**src/rtl/rrsd_pkg.sv**
```systemverilog
// shared types and constants for the row run straight segment detector
// no dependencies; imported by every rtl module of the block
package rrsd_pkg;

    // fixed field widths of the stream payloads
    localparam int CFG_W       = 16;
    localparam int DEPTH_IN_W  = 16;
    localparam int ROW_OUT_W   = 11;
    localparam int COL_OUT_W   = 11;
    localparam int LEN_OUT_W   = 12;
    localparam int LABEL_W     = 16;

    // bus widths, tdata padded to whole bytes
    localparam int S_TDATA_W   = 16;
    localparam int S_TUSER_W   = 2;
    localparam int M_TDATA_W   = 56;
    localparam int M_PAD_W     = M_TDATA_W - ROW_OUT_W - COL_OUT_W - LEN_OUT_W - LABEL_W;

    // bit positions in s_tuser
    localparam int TUSER_EDGE_BIT   = 0;
    localparam int TUSER_FRAME_BIT  = 1;

    localparam logic [LABEL_W-1:0] LABEL_MAX = {LABEL_W{1'b1}};

    // parameter defaults
    localparam int DEF_MAX_WIDTH  = 2048;
    localparam int DEF_MAX_HEIGHT = 2048;
    localparam int DEF_DEPTH_BITS = 16;

    // one pixel as held in the input register
    typedef struct packed {
        logic                  edge_bit;
        logic [DEPTH_IN_W-1:0] depth;
        logic                  row_end;
        logic                  frame_start;
    } pixel_t;

    // one straight segment report
    typedef struct packed {
        logic [LABEL_W-1:0]   segment_label;
        logic [LEN_OUT_W-1:0] segment_length;
        logic [COL_OUT_W-1:0] segment_start_col;
        logic [ROW_OUT_W-1:0] segment_row;
    } result_t;

    // stage handshake between input register, run core and result register
    typedef struct packed {
        logic vld;
        logic adv;
    } stage_ctl_t;

endpackage

```
**src/rtl/row_run_straight_segment_detector.sv**
```systemverilog
// top level of the row run straight segment detector
// depends on rrsd_pkg, rrsd_in_stage, rrsd_run_core, rrsd_out_stage

// Takes one raster pixel per clock (edge bit, depth, row end, frame start) and
// reports each straight horizontal run as one master-side transfer carrying
// row, start column, length and label. Throughput is one pixel per cycle
// while the result register is free or taken; pixels pass the input register,
// run update and result register. slope_threshold is written through
// cfg_wr_en/cfg_wr_data only while the block is idle, a user rule the block
// does not enforce. No clearing pass after reset: the block is ready at once.
module row_run_straight_segment_detector #(
    parameter int MAX_WIDTH  = rrsd_pkg::DEF_MAX_WIDTH,
    parameter int MAX_HEIGHT = rrsd_pkg::DEF_MAX_HEIGHT,
    parameter int DEPTH_BITS = rrsd_pkg::DEF_DEPTH_BITS
) (
    input  logic                           aclk,
    input  logic                           aresetn,
    // slope_threshold
    input  logic                           cfg_wr_en,
    input  logic [rrsd_pkg::CFG_W-1:0]     cfg_wr_data,
    input  logic                           s_tvalid,
    output logic                           s_tready,
    input  logic [rrsd_pkg::S_TDATA_W-1:0] s_tdata,   // [15:0] depth
    input  logic                           s_tlast,   // row_end
    input  logic [rrsd_pkg::S_TUSER_W-1:0] s_tuser,   // [0] edge_bit, [1] frame_start
    output logic                           m_tvalid,
    input  logic                           m_tready,
    // [10:0] segment_row, [21:11] segment_start_col, [33:22] segment_length,
    // [49:34] segment_label, [55:50] zero
    output logic [rrsd_pkg::M_TDATA_W-1:0] m_tdata
);
    import rrsd_pkg::*;

    stage_ctl_t ctl;
    pixel_t     pix;
    result_t    res;
    logic       res_vld;
    logic       adv;
    logic       pix_vld;

    // stage handshake gathered for the core
    assign ctl = '{vld: pix_vld, adv: adv};

    // input register
    rrsd_in_stage u_in (
        .aclk     (aclk),
        .aresetn  (aresetn),
        .s_tvalid (s_tvalid),
        .s_tready (s_tready),
        .s_tdata  (s_tdata),
        .s_tlast  (s_tlast),
        .s_tuser  (s_tuser),
        .adv      (adv),
        .pix_vld  (pix_vld),
        .pix      (pix)
    );

    // run tracking and straightness test
    rrsd_run_core #(
        .MAX_WIDTH  (MAX_WIDTH),
        .MAX_HEIGHT (MAX_HEIGHT),
        .DEPTH_BITS (DEPTH_BITS)
    ) u_core (
        .aclk        (aclk),
        .aresetn     (aresetn),
        .cfg_wr_en   (cfg_wr_en),
        .cfg_wr_data (cfg_wr_data),
        .ctl         (ctl),
        .pix         (pix),
        .res_vld     (res_vld),
        .res         (res)
    );

    // result register
    rrsd_out_stage u_out (
        .aclk     (aclk),
        .aresetn  (aresetn),
        .res_vld  (res_vld),
        .res      (res),
        .adv      (adv),
        .m_tvalid (m_tvalid),
        .m_tready (m_tready),
        .m_tdata  (m_tdata)
    );

endmodule

```
**src/rtl/rrsd_in_stage.sv**
```systemverilog
// input register of the segment detector: takes slave-side transfers
// depends on rrsd_pkg
module rrsd_in_stage (
    input  logic                          aclk,
    input  logic                          aresetn,
    input  logic                          s_tvalid,
    output logic                          s_tready,
    input  logic [rrsd_pkg::S_TDATA_W-1:0] s_tdata,  // [15:0] depth
    input  logic                          s_tlast,  // row_end
    input  logic [rrsd_pkg::S_TUSER_W-1:0] s_tuser,  // [0] edge_bit, [1] frame_start
    input  logic                          adv,
    output logic                          pix_vld,
    output rrsd_pkg::pixel_t              pix
);
    import rrsd_pkg::*;

    logic   vld_reg;
    logic   vld_next;
    pixel_t pix_reg;
    pixel_t pix_next;

    // register frees when empty or when the core consumes it
    assign s_tready = !vld_reg || adv;

    always_comb begin
        vld_next = vld_reg;
        pix_next = pix_reg;
        if (s_tready) begin
            vld_next = s_tvalid;
            pix_next.edge_bit    = s_tuser[TUSER_EDGE_BIT];
            pix_next.depth       = s_tdata[DEPTH_IN_W-1:0];
            pix_next.row_end     = s_tlast;
            pix_next.frame_start = s_tuser[TUSER_FRAME_BIT];
        end
    end

    always_ff @(posedge aclk) begin
        if (!aresetn) begin
            vld_reg <= 1'b0;
        end else begin
            vld_reg <= vld_next;
        end
        pix_reg <= pix_next;
    end

    assign pix_vld = vld_reg;
    assign pix     = pix_reg;

endmodule

```
**src/rtl/rrsd_run_core.sv**
```systemverilog
// run tracking core: column/row/label counters, run state and straightness test
// depends on rrsd_pkg
module rrsd_run_core #(
    parameter int MAX_WIDTH  = rrsd_pkg::DEF_MAX_WIDTH,
    parameter int MAX_HEIGHT = rrsd_pkg::DEF_MAX_HEIGHT,
    parameter int DEPTH_BITS = rrsd_pkg::DEF_DEPTH_BITS
) (
    input  logic                        aclk,
    input  logic                        aresetn,
    input  logic                        cfg_wr_en,
    input  logic [rrsd_pkg::CFG_W-1:0]  cfg_wr_data,
    input  rrsd_pkg::stage_ctl_t        ctl,
    input  rrsd_pkg::pixel_t            pix,
    output logic                        res_vld,
    output rrsd_pkg::result_t           res
);
    import rrsd_pkg::*;

    localparam int DW   = DEPTH_BITS;
    localparam int COLW = $clog2(MAX_WIDTH);
    localparam int LENW = $clog2(MAX_WIDTH + 1);
    localparam int ROWW = $clog2((MAX_HEIGHT > 1) ? MAX_HEIGHT : 2);
    localparam int CMPW = (DW + 2 > CFG_W) ? DW + 2 : CFG_W;

    logic [CFG_W-1:0]    thr_reg;
    logic                prev_edge_reg,  prev_edge_next;
    logic [DW-1:0]       prev_depth_reg, prev_depth_next;
    logic                in_run_reg,     in_run_next;
    logic [COLW-1:0]     run_start_reg,  run_start_next;
    logic [LENW-1:0]     run_len_reg,    run_len_next;
    logic signed [DW:0]  diff_min_reg,   diff_min_next;
    logic signed [DW:0]  diff_max_reg,   diff_max_next;
    logic [COLW-1:0]     col_reg,        col_next;
    logic [ROWW-1:0]     row_reg,        row_next;
    logic [LABEL_W-1:0]  label_reg,      label_next;

    logic                fire;
    logic                emit;
    logic [COLW-1:0]     col_cur;
    logic [ROWW-1:0]     row_cur;
    logic [LABEL_W-1:0]  label_cur;
    logic [LABEL_W-1:0]  label_inc;
    logic                in_run_cur;
    logic [31:0]         depth_wide;
    logic [DW-1:0]       depth_cur;
    logic signed [DW:0]  diff;
    logic signed [DW:0]  mn;
    logic signed [DW:0]  mx;
    logic [DW+1:0]       spread;
    logic                straight;
    logic [31:0]         row_wide;
    logic [31:0]         start_wide;
    logic [31:0]         len_wide;

    assign fire = ctl.vld && ctl.adv;

    // frame start clears counters before the pixel is handled
    assign col_cur    = pix.frame_start ? '0 : col_reg;
    assign row_cur    = pix.frame_start ? '0 : row_reg;
    assign label_cur  = pix.frame_start ? '0 : label_reg;
    assign in_run_cur = pix.frame_start ? 1'b0 : in_run_reg;
    assign label_inc  = (label_cur == LABEL_MAX) ? label_cur : label_cur + 1'b1;

    // depth limited to DEPTH_BITS, difference to the left neighbour
    assign depth_wide = 32'(pix.depth);
    assign depth_cur  = depth_wide[DW-1:0];
    assign diff = $signed({1'b0, depth_cur}) - $signed({1'b0, prev_depth_reg});

    // running min/max of the differences, first difference seeds both
    assign mn = (run_len_reg == LENW'(1)) ? diff :
                ((diff < diff_min_reg) ? diff : diff_min_reg);
    assign mx = (run_len_reg == LENW'(1)) ? diff :
                ((diff > diff_max_reg) ? diff : diff_max_reg);
    assign spread   = $unsigned({mx[DW], mx} - {mn[DW], mn});
    assign straight = CMPW'(spread) <= CMPW'(thr_reg);
    assign emit     = in_run_cur && pix.edge_bit && straight;

    // next state of the run tracker
    always_comb begin
        prev_edge_next  = prev_edge_reg;
        prev_depth_next = prev_depth_reg;
        in_run_next     = in_run_reg;
        run_start_next  = run_start_reg;
        run_len_next    = run_len_reg;
        diff_min_next   = diff_min_reg;
        diff_max_next   = diff_max_reg;
        col_next        = col_reg;
        row_next        = row_reg;
        label_next      = label_reg;
        if (fire) begin
            in_run_next = in_run_cur;
            label_next  = label_cur;
            if (in_run_cur) begin
                diff_min_next = mn;
                diff_max_next = mx;
                if (run_len_reg < LENW'(MAX_WIDTH)) begin
                    run_len_next = run_len_reg + 1'b1;
                end
                if (pix.edge_bit) begin
                    in_run_next = 1'b0;
                    if (straight) begin
                        label_next = label_inc;
                    end
                end
            end else if ((col_cur != '0) && prev_edge_reg && !pix.edge_bit) begin
                in_run_next    = 1'b1;
                run_start_next = col_cur;
                run_len_next   = LENW'(1);
                diff_min_next  = '0;
                diff_max_next  = '0;
            end
            prev_edge_next  = pix.edge_bit;
            prev_depth_next = depth_cur;
            // row end, flagged or forced by the width limit
            if (pix.row_end || (col_cur >= COLW'(MAX_WIDTH - 1))) begin
                in_run_next = 1'b0;
                col_next    = '0;
                row_next    = (row_cur < ROWW'(MAX_HEIGHT - 1)) ? row_cur + 1'b1 : row_cur;
            end else begin
                col_next = col_cur + 1'b1;
                row_next = row_cur;
            end
        end
    end

    always_ff @(posedge aclk) begin
        if (!aresetn) begin
            thr_reg        <= '0;
            prev_edge_reg  <= 1'b0;
            prev_depth_reg <= '0;
            in_run_reg     <= 1'b0;
            run_start_reg  <= '0;
            run_len_reg    <= '0;
            diff_min_reg   <= '0;
            diff_max_reg   <= '0;
            col_reg        <= '0;
            row_reg        <= '0;
            label_reg      <= '0;
        end else begin
            if (cfg_wr_en) begin
                thr_reg <= cfg_wr_data;
            end
            prev_edge_reg  <= prev_edge_next;
            prev_depth_reg <= prev_depth_next;
            in_run_reg     <= in_run_next;
            run_start_reg  <= run_start_next;
            run_len_reg    <= run_len_next;
            diff_min_reg   <= diff_min_next;
            diff_max_reg   <= diff_max_next;
            col_reg        <= col_next;
            row_reg        <= row_next;
            label_reg      <= label_next;
        end
    end

    // result fields cut to the output widths
    assign row_wide   = 32'(row_cur);
    assign start_wide = 32'(run_start_reg);
    assign len_wide   = 32'(run_len_next);

    assign res_vld               = fire && emit;
    assign res.segment_row       = row_wide[ROW_OUT_W-1:0];
    assign res.segment_start_col = start_wide[COL_OUT_W-1:0];
    assign res.segment_length    = len_wide[LEN_OUT_W-1:0];
    assign res.segment_label     = label_inc;

`ifndef SYNTHESIS
    // a reported run always spans at least the opening pixel and the closing edge
    assert property (@(posedge aclk) disable iff (!aresetn)
        res_vld |-> run_len_next >= LENW'(2))
        else $error("segment reported with fewer than two pixels");

    // an open run has at least its first pixel counted
    assert property (@(posedge aclk) disable iff (!aresetn)
        in_run_reg |-> run_len_reg != '0)
        else $error("open run with zero length");

    // column counter never passes the last column
    assert property (@(posedge aclk) disable iff (!aresetn)
        col_reg <= COLW'(MAX_WIDTH - 1))
        else $error("column counter beyond row width");

    // saturated label holds until a new frame
    assert property (@(posedge aclk) disable iff (!aresetn)
        (label_reg == LABEL_MAX) && !(fire && pix.frame_start) |=> label_reg == LABEL_MAX)
        else $error("saturated label count moved");
`endif

endmodule

```
**src/rtl/rrsd_out_stage.sv**
```systemverilog
// result register: holds one segment report for the master-side transfer
// depends on rrsd_pkg
module rrsd_out_stage (
    input  logic                           aclk,
    input  logic                           aresetn,
    input  logic                           res_vld,
    input  rrsd_pkg::result_t              res,
    output logic                           adv,
    output logic                           m_tvalid,
    input  logic                           m_tready,
    // [10:0] segment_row, [21:11] segment_start_col, [33:22] segment_length,
    // [49:34] segment_label, [55:50] zero
    output logic [rrsd_pkg::M_TDATA_W-1:0] m_tdata
);
    import rrsd_pkg::*;

    logic    vld_reg;
    logic    vld_next;
    result_t res_reg;
    result_t res_next;

    // pipeline moves when the register is empty or being taken
    assign adv = !vld_reg || m_tready;

    always_comb begin
        vld_next = vld_reg;
        res_next = res_reg;
        if (adv) begin
            vld_next = res_vld;
            res_next = res;
        end
    end

    always_ff @(posedge aclk) begin
        if (!aresetn) begin
            vld_reg <= 1'b0;
        end else begin
            vld_reg <= vld_next;
        end
        res_reg <= res_next;
    end

    assign m_tvalid = vld_reg;
    assign m_tdata  = {{M_PAD_W{1'b0}}, res_reg};

endmodule
```
**config.mk**
```make
export PLATFORM = sky130hd
export DESIGN_NAME = row_run_straight_segment_detector
export DESIGN_NICKNAME = d
export VERILOG_FILES = /design/src/rtl/rrsd_pkg.sv /design/src/rtl/row_run_straight_segment_detector.sv /design/src/rtl/rrsd_in_stage.sv /design/src/rtl/rrsd_run_core.sv /design/src/rtl/rrsd_out_stage.sv
export SDC_FILE = /design/constraint.sdc
export NUM_CORES = 1
export LEC_CHECK = 0
export BUFFER_PORTS_ARGS = -buffer_cell sky130_fd_sc_hd__buf_2
export CORE_ASPECT_RATIO = 2
export CORE_MARGIN = 2
export CORE_UTILIZATION = 55
export DETAILED_ROUTE_END_ITERATION = 10
export MAX_ROUTING_LAYER = met4
export PLACE_DENSITY = 0.77
export SETUP_SLACK_MARGIN = 0.1
export SLEW_MARGIN = 10
export SYNTH_ARGS = -nofsm -noshare
export SYNTH_HDL_FRONTEND = slang
export SYNTH_HIERARCHICAL = 1
export SYNTH_SLANG_ARGS = --single-unit
```
**constraint.sdc**
```tcl
create_clock -name aclk -period 9.2 [get_ports aclk]
set_clock_uncertainty 0.1 [all_clocks]
set_input_delay 0.92 -clock aclk [delete_from_list [all_inputs] [get_ports aclk]]
set_output_delay 0.92 -clock aclk [all_outputs]
set_load 0.02 [all_outputs]
```
; Yosys cells after proc, flatten, opt, wreduce, memory -nomap -nowiden
; Cells that the tools add are included.
; Widths: inputs -> output; s select.
[op_classes]
bitwise_logic = 1
n_mux = 26
eq_ne = 2
order_cmp = 6
reduce_logical = 16
add_sub_neg = 6
[ops]
columns = cell, n
row1 = $mux 17, 7
row2 = $mux 16, 5
row3 = $mux 11, 5
row4 = $mux 12, 4
row5 = $add 11x1->11 const B, 2
row6 = $le 18x16->1, 1
row7 = $sub 17x17->18, 1
row8 = $gt 17x17->1, 1
row9 = $lt 17x17->1, 1
row10 = $sub 16x16->17, 1
row11 = $add 16x1->16 const B, 1
row12 = $eq 16x16->1 const B, 1
row13 = $add 12x1->12 const B, 1
row14 = $eq 12x1->1 const B, 1
row15 = $lt 12x12->1 const B, 1
row16 = $ge 11x11->1 const B, 1
row17 = $lt 11x11->1 const B, 1
row18 = $reduce_bool 11->1, 1
row19 = $logic_and 1x1->1, 6
row20 = $mux 1, 5
row21 = $logic_not 1->1, 3
row22 = $logic_or 1x1->1, 3
row23 = $reduce_and 3->1, 1
row24 = $reduce_and 2->1, 1
row25 = 2 further kinds, 2
[totals]
regBits = 200
inputBits = 40

; Logic depth before layout (Yosys ltp)
; Gate-level depths: netlist of the first run.
[depth]
depth_word = 9
mapped_depth = 49
ltp_nobuf = 48

; Hierarchy
; Netlist of the first run, hierarchy kept.
[modules_own_cells]
columns = module, seq_area_each_um2, area_per_inst_um2, n_inst, cells_per_inst
row1 = rrsd_run_core, 2582.5, 9575.4, 1, 1247
row2 = rrsd_out_stage, 1521.5, 1599.0, 1, 61
row3 = rrsd_in_stage, 590.6, 619.3, 1, 23

; Worst setup path after synthesis of the first run
; No wires, ideal clock.
[synth_path]
path_type = reg-to-reg
startpoint = register u_in.pix_reg (netlist bit u_in/pix[2])
endpoint = register u_core.label_reg[5]
n_path_buf = 3
stages_incl_launch_ff = 47
setup_ps = 122
required_time_ps = 8978
slack_ps = -207
t_arrival_ps = 9185
synth_period_minus_slack_ps = 9407
cell_sequence = edfxtp_1 inv_1 ha_1 inv_1 fa_1 a211oi_2 o21ai_0 a31oi_1 o21ba_2 o21bai_1 a21oi_1 o21bai_1 a21oi_1 o21bai_1 a41oi_1 ha_1 nand4_1 nor2_1 [11 not listed] a311oi_1 o311a_2 o221ai_4 o21ai_0 a21oi_1 o21a_1 mux2i_1 o2111ai_1 ha_1 nand4_1 or4_1 nand2_1 nand2_1 a31oi_1 o211ai_2 buf_6 mux2i_1 a311o_1
[synth_via]
elab_chain_cells = 9
word_cells_on_any_way = 12
[synth_lines]
columns = element, line
row1 = "start, declared", rrsd_in_stage.sv:19  ; pixel_t pix_reg;
row2 = "start signal, assigned", rrsd_in_stage.sv:43  ; pix_reg <= pix_next;
row3 = $sub 16x16->17 (*), rrsd_run_core.sv:67  ; assign diff = $signed({1'b0, depth_cur}) - $signed({1'b0, prev_depth_reg});
row4 = $gt 17x17->1 / $lt 17x17->1 (equally long branches), "rrsd_run_core.sv:73, rrsd_run_core.sv:71"
row5 = "$mux 17, on equally long branches", "rrsd_run_core.sv:73, rrsd_run_core.sv:71"
row6 = "$mux 17, on equally long branches", "rrsd_run_core.sv:72, rrsd_run_core.sv:70"
row7 = $sub 17x17->18 (*), rrsd_run_core.sv:74  ; assign spread = $unsigned({mx[DW], mx} - {mn[DW], mn});
row8 = $le 18x16->1 (*), rrsd_run_core.sv:75  ; assign straight = CMPW'(spread) <= CMPW'(thr_reg);
row9 = $mux 16 (*), rrsd_run_core.sv:101  ; if (straight) begin
row10 = $mux 16 (*), rrsd_run_core.sv:99  ; if (pix.edge_bit) begin
row11 = $mux 16 (*), rrsd_run_core.sv:93  ; if (in_run_cur) begin
row12 = "end signal, assigned", rrsd_run_core.sv:152  ; label_reg <= label_next;
row13 = "end, declared", rrsd_run_core.sv:35  ; logic [LABEL_W-1:0] label_reg, label_next;
; Every way passes the cells marked *; elsewhere a longest branch is shown, timed or not.
; A chain may end at the register's enable or synchronous reset.

; Worst setup path after layout of the first run
[layout_path]
startpoint = register u_in.pix_reg (netlist bit u_in/pix[2])
endpoint = register u_core.label_reg[10]
; Same word-level chain as after synthesis.

==> results of run 1 <==
[final timing paths]
path                                        endpoint                     from
worst min register to register     u_out/m_tdata[19]  u_core/run_start_reg[8]
worst max register to register  u_core/label_reg[10]              u_in/pix[2]
worst max-delay path            u_core/label_reg[10]              u_in/pix[2]
worst min-delay path               u_out/m_tdata[19]  u_core/run_start_reg[8]
[placed cells by master (no fill, tap or decap), drive strengths merged, types with 34 or more instances in the layout]
master / n
xnor2: 34
edfxtp: 69
nand3: 46
a21oi: 70
nor2b: 53
o21ai: 69
buf: 199
ha: 86
inv: 97
dfxtp: 131
nand2: 152
nor2: 110
[per-stage QoR]
| step | area, sq um | instances | hold slack (ns) | TNS, ns | worst slack, ns |
|---|---|---|---|---|---|
| detailed placement | 12900 | 1718 | 0.318 | -8.00 | -0.548 |
| global placement | 12900 | 1718 | 0.318 | -5.06 | -0.366 |
| finish | 14100 | 1773 | 0.338 | 0 | 0.0557 |
| global route | 14100 | 1773 | 0.346 | -5.82 | -0.387 |
| floorplan | 11800 | 1336 | 0.308 | 0 | 0.116 |
| CTS | 13800 | 1766 | 0.339 | 0 | 0.0923 |
[area by class of cell]
| type | instances | area, sq um | area share (%) |
|---|---|---|---|
| clock buffers | 19 | 433 | 3.07 |
| flip-flops and latches | 200 | 4690 | 33.3 |
| repair buffers | 199 | 1310 | 9.27 |
| inverters | 93 | 352 | 2.50 |
| clock inverters | 13 | 134 | 0.951 |
| multi-input cells | 980 | 6830 | 48.5 |
| well taps | 269 | 337 | 2.39 |
[what timing repair did]
item                       4_1_cts  5_1_grt
pin swaps                       48       31
setup buffers                   16        7
setup endpoints to repair       17       17
gates resized for setup         44       44
cloned                           0        1
[layer usage]
layer	global-route usage [%]	part of all wire [%]	up-vias
li1	-	-	5032
met1	27.9	36	4945
met2	52.1	55	334
met3	4.88	4.4	91
met4	14.1	4.5	0
met5	-	0	-
[cell families after synthesis]
logic type      synth area share [%]
buf+inv                         5.76
compound gates                  17.9
simple gates                    21.2
xor+xnor                        3.55
flops                           39.8
fa+ha+maj                       9.46
other cells                   0.0318
mux                             2.38
[power groups by stage]
stage	clock (W)	combinational (W)	sequential, W
2_1_floorplan	0	0.000660	0.000947
3_3_place_gp	0	0.000993	0.000949
3_5_place_dp	0	0.00101	0.000950
4_1_cts	0.000741	0.00108	0.000929
5_1_grt	0.000772	0.00127	0.000930
6_report	0.000730	0.00116	0.000929
==> metrics.txt, run 1 <==
outcome finished, final reports clean; R2R cell count 49; top-count cell post-synth nand2_1; Die Height 211 um; row count 75; n_diodes 0; Post-synth EDFFs 69; maximum vdd drop 0.000152 V; YS warnings 6; clk sink count 200; clk slew on worst S/H paths 0.07 ns; Initial DRC Count 510; Final Slew Violations 0; Synth area leader dfxtp_1; die area 22700 sq um; Leakage 5.81 nW; first-pass GRT wire length 49500 um; HP Class reg -> reg; power per cell area 201 nW/um^2; Layout area overhead 19.4%; H-tree depth 4; DRC Markers 0; fin crit period 9.14 ns; CTS root buf clkbuf_16; antenna violations before repair 0; router iterations before antenna repair 6; Crit path required time ~9.5 ns; Final Hold Violating Endpoints 0; CP endpoint kind register; Final HPWL DP 22200 um; CP bufs+invs 10; Net Sw Frac 35.0%; fraction of registers with async set/reset 0%; Tcrit/Tclk final between 90% and 100%; # hold bufs at CTS 0; vias around 10000; Critical Path Start Type register; Layout Utilization 67.0%; Filler cells ~1700; TritonCTS buffer count 17; Least-Margin Pin Slew 1.00 ns; Crit path top cell by count buf_4; Levels on crit path 49; pin count of the biggest net entering global routing about 110; RePlAce Congestion 0.988; Flop pwr share 32.9%; Yosys cell types 88; GR Overflow Total 0; layout cell share with drive strength beyond 1 21.7%; Int Power 0.00184 W; vias per cell around 5.9; CP delay by family, top compound AO/OA/AOI/OAI gates; Worst-Skew Late Latency 0.46 ns; Max Fclk roughly 110 MHz; All-Layer GR Usage 28.3%; Largest register FFs 50; CTS tree done; core area 21000 sq um; Die Wd 108 um; Wirelength per Cell 17.5 um; Crit-path slowest cell or4_4; sequential cell area fraction in the yosys report 39.8%; FF+latch count, synth 200; Worst slew margin 33.2%; post-route ant nets 0; crit path kind reg -> reg; synth top area cells dfxtp_1 22%, edfxtp_1 18%, ha_1 9.1%; mapped cell area 11800 sq um; Comb pwr share 41.2%; slowest stage delay, CP 0.44 ns; post-synth top area share 22.2%; unrepaired setup endpoints after global routing yes; R2R Setup Slk around 0.056 ns; Final Power 0.00282 W; io pins 98; Top FF cell, synth dfxtp_1; Initial Util 56.1%; WL final 31100 um; Worst Hold Path Cells 0; vias in the first global route 10400; I/O Buffers 91; Mapped Avg Cell Area 8.86 sq um; Commonest cells post-synth 151 x nand2_1, 131 x dfxtp_1, 110 x nor2_1; Sw Pwr ~0.00099 W; Critical Path AT approximately 9.4 ns; Final Setup Violations 0; CTS Buffer Depth 2; max-cap viol count 0; NumNets Final 1619; clock power share 25.8%; Max FO, Critical Path 7; Synth Instances roughly 1300
No activity file was read; power rests on OpenSTA's default activity.
==> run 2, diff against run 1 <==
- ABC_AREA: not set -> 1
==> metrics.txt, run 2 <==
RePlAce Congestion 0.924; # hold bufs at CTS 0; Synth area leader dfxtp_1; Leakage 5.82 nW; mapped cell area about 12000 sq um; vias 10300; Crit path required time 9.44 ns; hold path start u_core/run_start_reg[4]; CP endpoint kind register; Final Slew Violations 0; Initial Util 55.7%; Commonest cells post-synth 279 x nand2_1, 270 x inv_1, 141 x a21oi_1; sequential cell area fraction in the yosys report 40.3%; final worst slack slightly below 1 ns; Final Power 0.00286 W; commonest non-fill, non-tap cell in the layout nand2_1; Largest register FFs 50; vias per cell 5.43; TritonCTS buffer count 17; Layout Utilization 61.8%; GR met1 Demand/Resource approximately a quarter; Die Height between 200 and 250 um; Fin Hold WS around 0.33 ns; crit path kind reg -> reg; GR Overflow Total 0; commonest cells after routing, fill and taps aside 278 x nand2_1, 268 x inv_1, 141 x a21oi_1, 131 x dfxtp_1, 124 x nor2_1; All-Layer GR Usage 28.3%; pin count of the biggest net entering global routing 71; pre-CTS setup slack between 0.7 and 0.8 ns; antenna violations before repair 1; met3 GRT Util 3.98%; Worst slew margin 37.6%; fraction of registers with async set/reset 0%; max-cap viol count 0; Final HPWL DP 22600 um; Worst Hold Path Cells 0; YS warnings 6; core area 20900 sq um; slowest stage delay, CP 0.39 ns; fin crit period 8.23 ns; Worst-Skew Late Latency 0.45 ns; outcome finished, final reports clean; Crit-path slowest cell edfxtp_1; layout cell share with drive strength beyond 1 11.4%; H-tree depth 4; Die Wd 107 um; FF+latch count, synth 200; Synth Instances 1540; maximum vdd drop 0.000124 V; I/O Buffers 91; Crit path top cell by count nand2_1; R2R Setup Slk 0.97 ns; Final Setup Violations 0; Final Hold Violating Endpoints 0; setup TNS 0 ns; Worst R2R Start u_in/pix[7]; Layout area overhead 10.9%; post-synth top area share 22.5%; Initial DRC Count 483; top-count cell post-synth nand2_1; row count 75; Tcrit/Tclk final 89.4%; vias in the first global route about 10000; Critical Path AT 8.47 ns; Mapped Avg Cell Area 7.57 sq um; clk slew on worst S/H paths 0.08 ns; unrepaired setup endpoints after global routing no; power per cell area 221 nW/um^2; io pins 98; CTS root buf clkbuf_16; R2R cell count 51; Top FF cell, synth dfxtp_1; clk sink count 200; router iterations before antenna repair 5; Wirelength per Cell 16.0 um; post-route ant nets 0; GR peak layer met2; WL final ~30000 um; Post-synth EDFFs 69; CTS tree done; Max FO, Critical Path 15; reg2reg end u_core/label_reg[15]; HP Class reg -> reg; Max Fclk 122 MHz; DRC Markers 0; synth top area cells dfxtp_1 23%, edfxtp_1 18%, ha_1 9.2%; NumNets Final 1742; CTS Buffer Depth 2; Hold Crit Endpoint u_out/m_tdata[15]; Yosys cell types 52; die area between 20000 and 25000 sq um; global routing usage on met2 52.1%; Critical Path Start Type register; Least-Margin Pin Slew 0.933 ns; first-pass GRT wire length 47900 um
## run 2: timing repair
item / CTS / global route
resized for setup: 0 / 5
buffers inserted: 0 / 1
endpoints found under the setup margin: 0 / 17
## run 2: worst max-delay path by stage
stage | slack, ns | start | depth (start not counted) | to
2_1_floorplan | 1.65 | u_in/pix[7] | 48 | u_core/label_reg[15]
3_3_place_gp | 1.13 | u_in/pix[7] | 49 | u_core/label_reg[15]
3_5_place_dp | 0.79 | u_in/pix[6] | 50 | u_core/label_reg[10]
4_1_cts | 0.74 | u_in/pix[6] | 50 | u_core/label_reg[10]
5_1_grt | 0.16 | u_in/pix[5] | 55 | u_core/label_reg[15]
6_report | 0.97 | u_in/pix[7] | 51 | u_core/label_reg[15]
## run 2: per-stage QoR
stage	instances	instance area, sq um
finish	1897	12900
global route	1897	12900
CTS	1895	12900
detailed placement	1863	12300
global placement	1863	12300
floorplan	1545	11700
## run 2: layer usage
layer | up-vias | part of all wire [%]
met5 | - | 0
met3 | 101 | 3.5
li1 | 5175 | -
met2 | 285 | 55
met4 | 0 | 7.0
met1 | 4745 | 35
## run 2: final cells by class
type                            count  area (sq um)
Tap cell                          269           337
Timing Repair Buffer              101           531
Clock inverter                     14           158
Fill cell                        1932          8000
Antenna cell                        1          2.50
Multi-Input combinational cell   1018          5730
Clock buffer                       18           429
Sequential cell                   200          4690
Inverter                          276          1040
## run 2: logic make-up after synthesis
kind of cell / count (synthesis) / synth area share (%)
adders and majority gates: 88 / 9.58
other: 1 / 0.0322
buffers and inverters: 327 / 10.7
DFF: 200 / 40.3
AOI/OAI and AO/OA: 331 / 15.5
and+or+nand+nor: 553 / 20.8
xor gates and xnor gates: 40 / 3.01
## run 2: critical path, delay by kind of cell, from the launching register on
family	cells	cell delay, ns
adders and majority gates	5	1.54
AOI/OAI and AO/OA	14	2.36
buffers and inverters	6	0.76
DFF	1	0.39
xor gates and xnor gates	1	0.10
and+or+nand+nor	25	2.84
## run 2: report_power, final
part           switching [W]  internal (W)  leakage [nW]
registers          0.0000108      0.000933          1.88
clock network       0.000369      0.000386         0.283
logic               0.000736      0.000427          3.66
==> run 3, diff against run 2 <==
- BUFFER_PORTS_ARGS: -buffer_cell sky130_fd_sc_hd__buf_2 -> not set
- CORE_MARGIN: 2 -> 8
- CORE_UTILIZATION: 55 -> 58
- DONT_BUFFER_PORTS: not set -> 1
- PLACE_DENSITY: 0.77 -> 0.76
==> metrics.txt, run 3 (synthesized netlist as in run 2, its figures left out) <==
core area 19800 sq um; RePlAce Congestion 0.938; All-Layer GR Usage 25.5%; commonest cells after routing, fill and taps aside 278 x nand2_1, 270 x inv_1, 141 x a21oi_1, 131 x dfxtp_1, 123 x nor2_1; Post CTS Setup Buffer Count 0; H-tree depth 4; Leakage 5.39 nW; Final Setup Violations 0; Layout Utilization 62.9%; Max Fclk 121 MHz; Initial DRC Count just under 500; post-route ant nets 0; unrepaired setup endpoints after global routing no; # resized after CTS 0; maximum vdd drop roughly 0.00015 V; Final Hold Violating Endpoints 0; Initial Util between 50% and 60%; first-pass GRT wire length 48200 um; NumNets Final between 1500 and 2000; CP Launch Point u_in/pix[4]; Wirelength per Cell ~17 um; row count 73; layout cell share with drive strength beyond 1 6.06%; vias between 9000 and 10000; vias per cell 5.50; pre-CTS setup slack 0.836 ns; Critical Path Start Type register; Post-Layout Cell Count 1799; Layout area overhead 6.99%; Critical Path AT 8.50 ns; Largest register FFs 50; commonest non-fill, non-tap cell in the layout nand2_1; router iterations before antenna repair 5; power per cell area 228 nW/um^2; outcome finished, final reports clean; crit path kind reg -> reg; reg2reg end u_core/label_reg[13]; I/O Buffers 0; end of the critical path u_core/label_reg[13]; max-cap viol count 0; Worst R2R Start u_in/pix[4]; # hold bufs at CTS 0; Filler cells roughly 1800; setup TNS 0 ns; Post-Place Cells 1764; CTS tree done; Least-Margin Pin Slew about 1.1 ns; clk sink count 200; TritonCTS buffer count 17; antenna violations before repair 2; Crit path required time 9.44 ns; Crit-path slowest cell edfxtp_1; Die Wd approximately 120 um; pin count of the biggest net entering global routing 73; Final Slew Violations 0; final worst slack 0.940 ns; vias in the first global route 9921; CTS Buffer Depth 2; fin crit period 8.26 ns; Fin Hold WS roughly 0.34 ns; Final HPWL DP 22600 um; Max FO, Critical Path 15; clk slew on worst S/H paths roughly 0.080 ns; Worst-Skew Late Latency 0.45 ns; GR Overflow Total 0; Tcrit/Tclk final 89.8%; slowest stage delay, CP around 0.40 ns; die area around 25000 sq um; CP endpoint kind register; Worst slew margin 24.9%; R2R cell count 49; HP Class reg -> reg; WL final 30200 um; CTS root buf clkbuf_16; DRC Markers 0; R2R Setup Slk 0.94 ns; io pins 98; Crit path top cell by count nand2_1; Die Height 216 um
==> run 3: area by class of cell <==
cell class	instances	area, sq um	share of cell area (%)
Antenna cell	3	7.51	0.0602
Clock buffer	20	468	3.75
Clock inverter	12	128	1.02
Inverter	276	1040	8.31
Multi-Input combinational cell	1018	5750	46.1
Sequential cell	200	4690	37.7
Tap cell	262	328	2.63
Timing Repair Buffer	8	60.1	0.482
==> run 3: critical path: cells and delay by family, from the launching register on <==
family | cells | cell delay [ns]
AOI/OAI and AO/OA | 16 | 2.74
and+or+nand+nor | 20 | 2.14
adders and majority gates | 5 | 1.54
buffers and inverters | 6 | 0.79
xor gates and xnor gates | 2 | 0.44
DFF | 1 | 0.40
==> run 3: report_power, final <==
group	leakage [nW]	internal [W]	switching [W]
registers	1.88	0.000933	0.0000155
clock network	0.292	0.000406	0.000355
logic	3.22	0.000415	0.000718
==> run 3: through the flow <==
stage	power, W	cell area [sq um]
4_1_cts	0.00285	12400
3_5_place_dp	0.00209	11800
5_1_grt	0.00305	12500
6_report	0.00284	12500
3_3_place_gp	0.00205	11800
2_1_floorplan	0.00183	11700
==> run 3: routing by layer <==
layer	global-route usage, %	vias to the layer above	part of all wire (%)
li1	-	4981	-
met1	23.1	4533	35
met2	45.6	261	54
met3	4.40	122	3.7
met4	19.6	0	7.1
met5	-	-	0
==> run 3: worst min path at each step <==
stage                                  startpoint           endpoint  slack [ns]  cells past startpoint
after floorplan           u_core/run_start_reg[0]  u_out/m_tdata[11]        0.31                      0
after global placement    u_core/run_start_reg[7]  u_out/m_tdata[18]        0.32                      0
after detailed placement  u_core/run_start_reg[9]  u_out/m_tdata[20]        0.32                      0
after CTS                 u_core/run_start_reg[6]  u_out/m_tdata[17]        0.34                      0
after global routing      u_core/run_start_reg[2]  u_out/m_tdata[13]        0.35                      0
final                     u_core/run_start_reg[3]  u_out/m_tdata[14]        0.34                      0
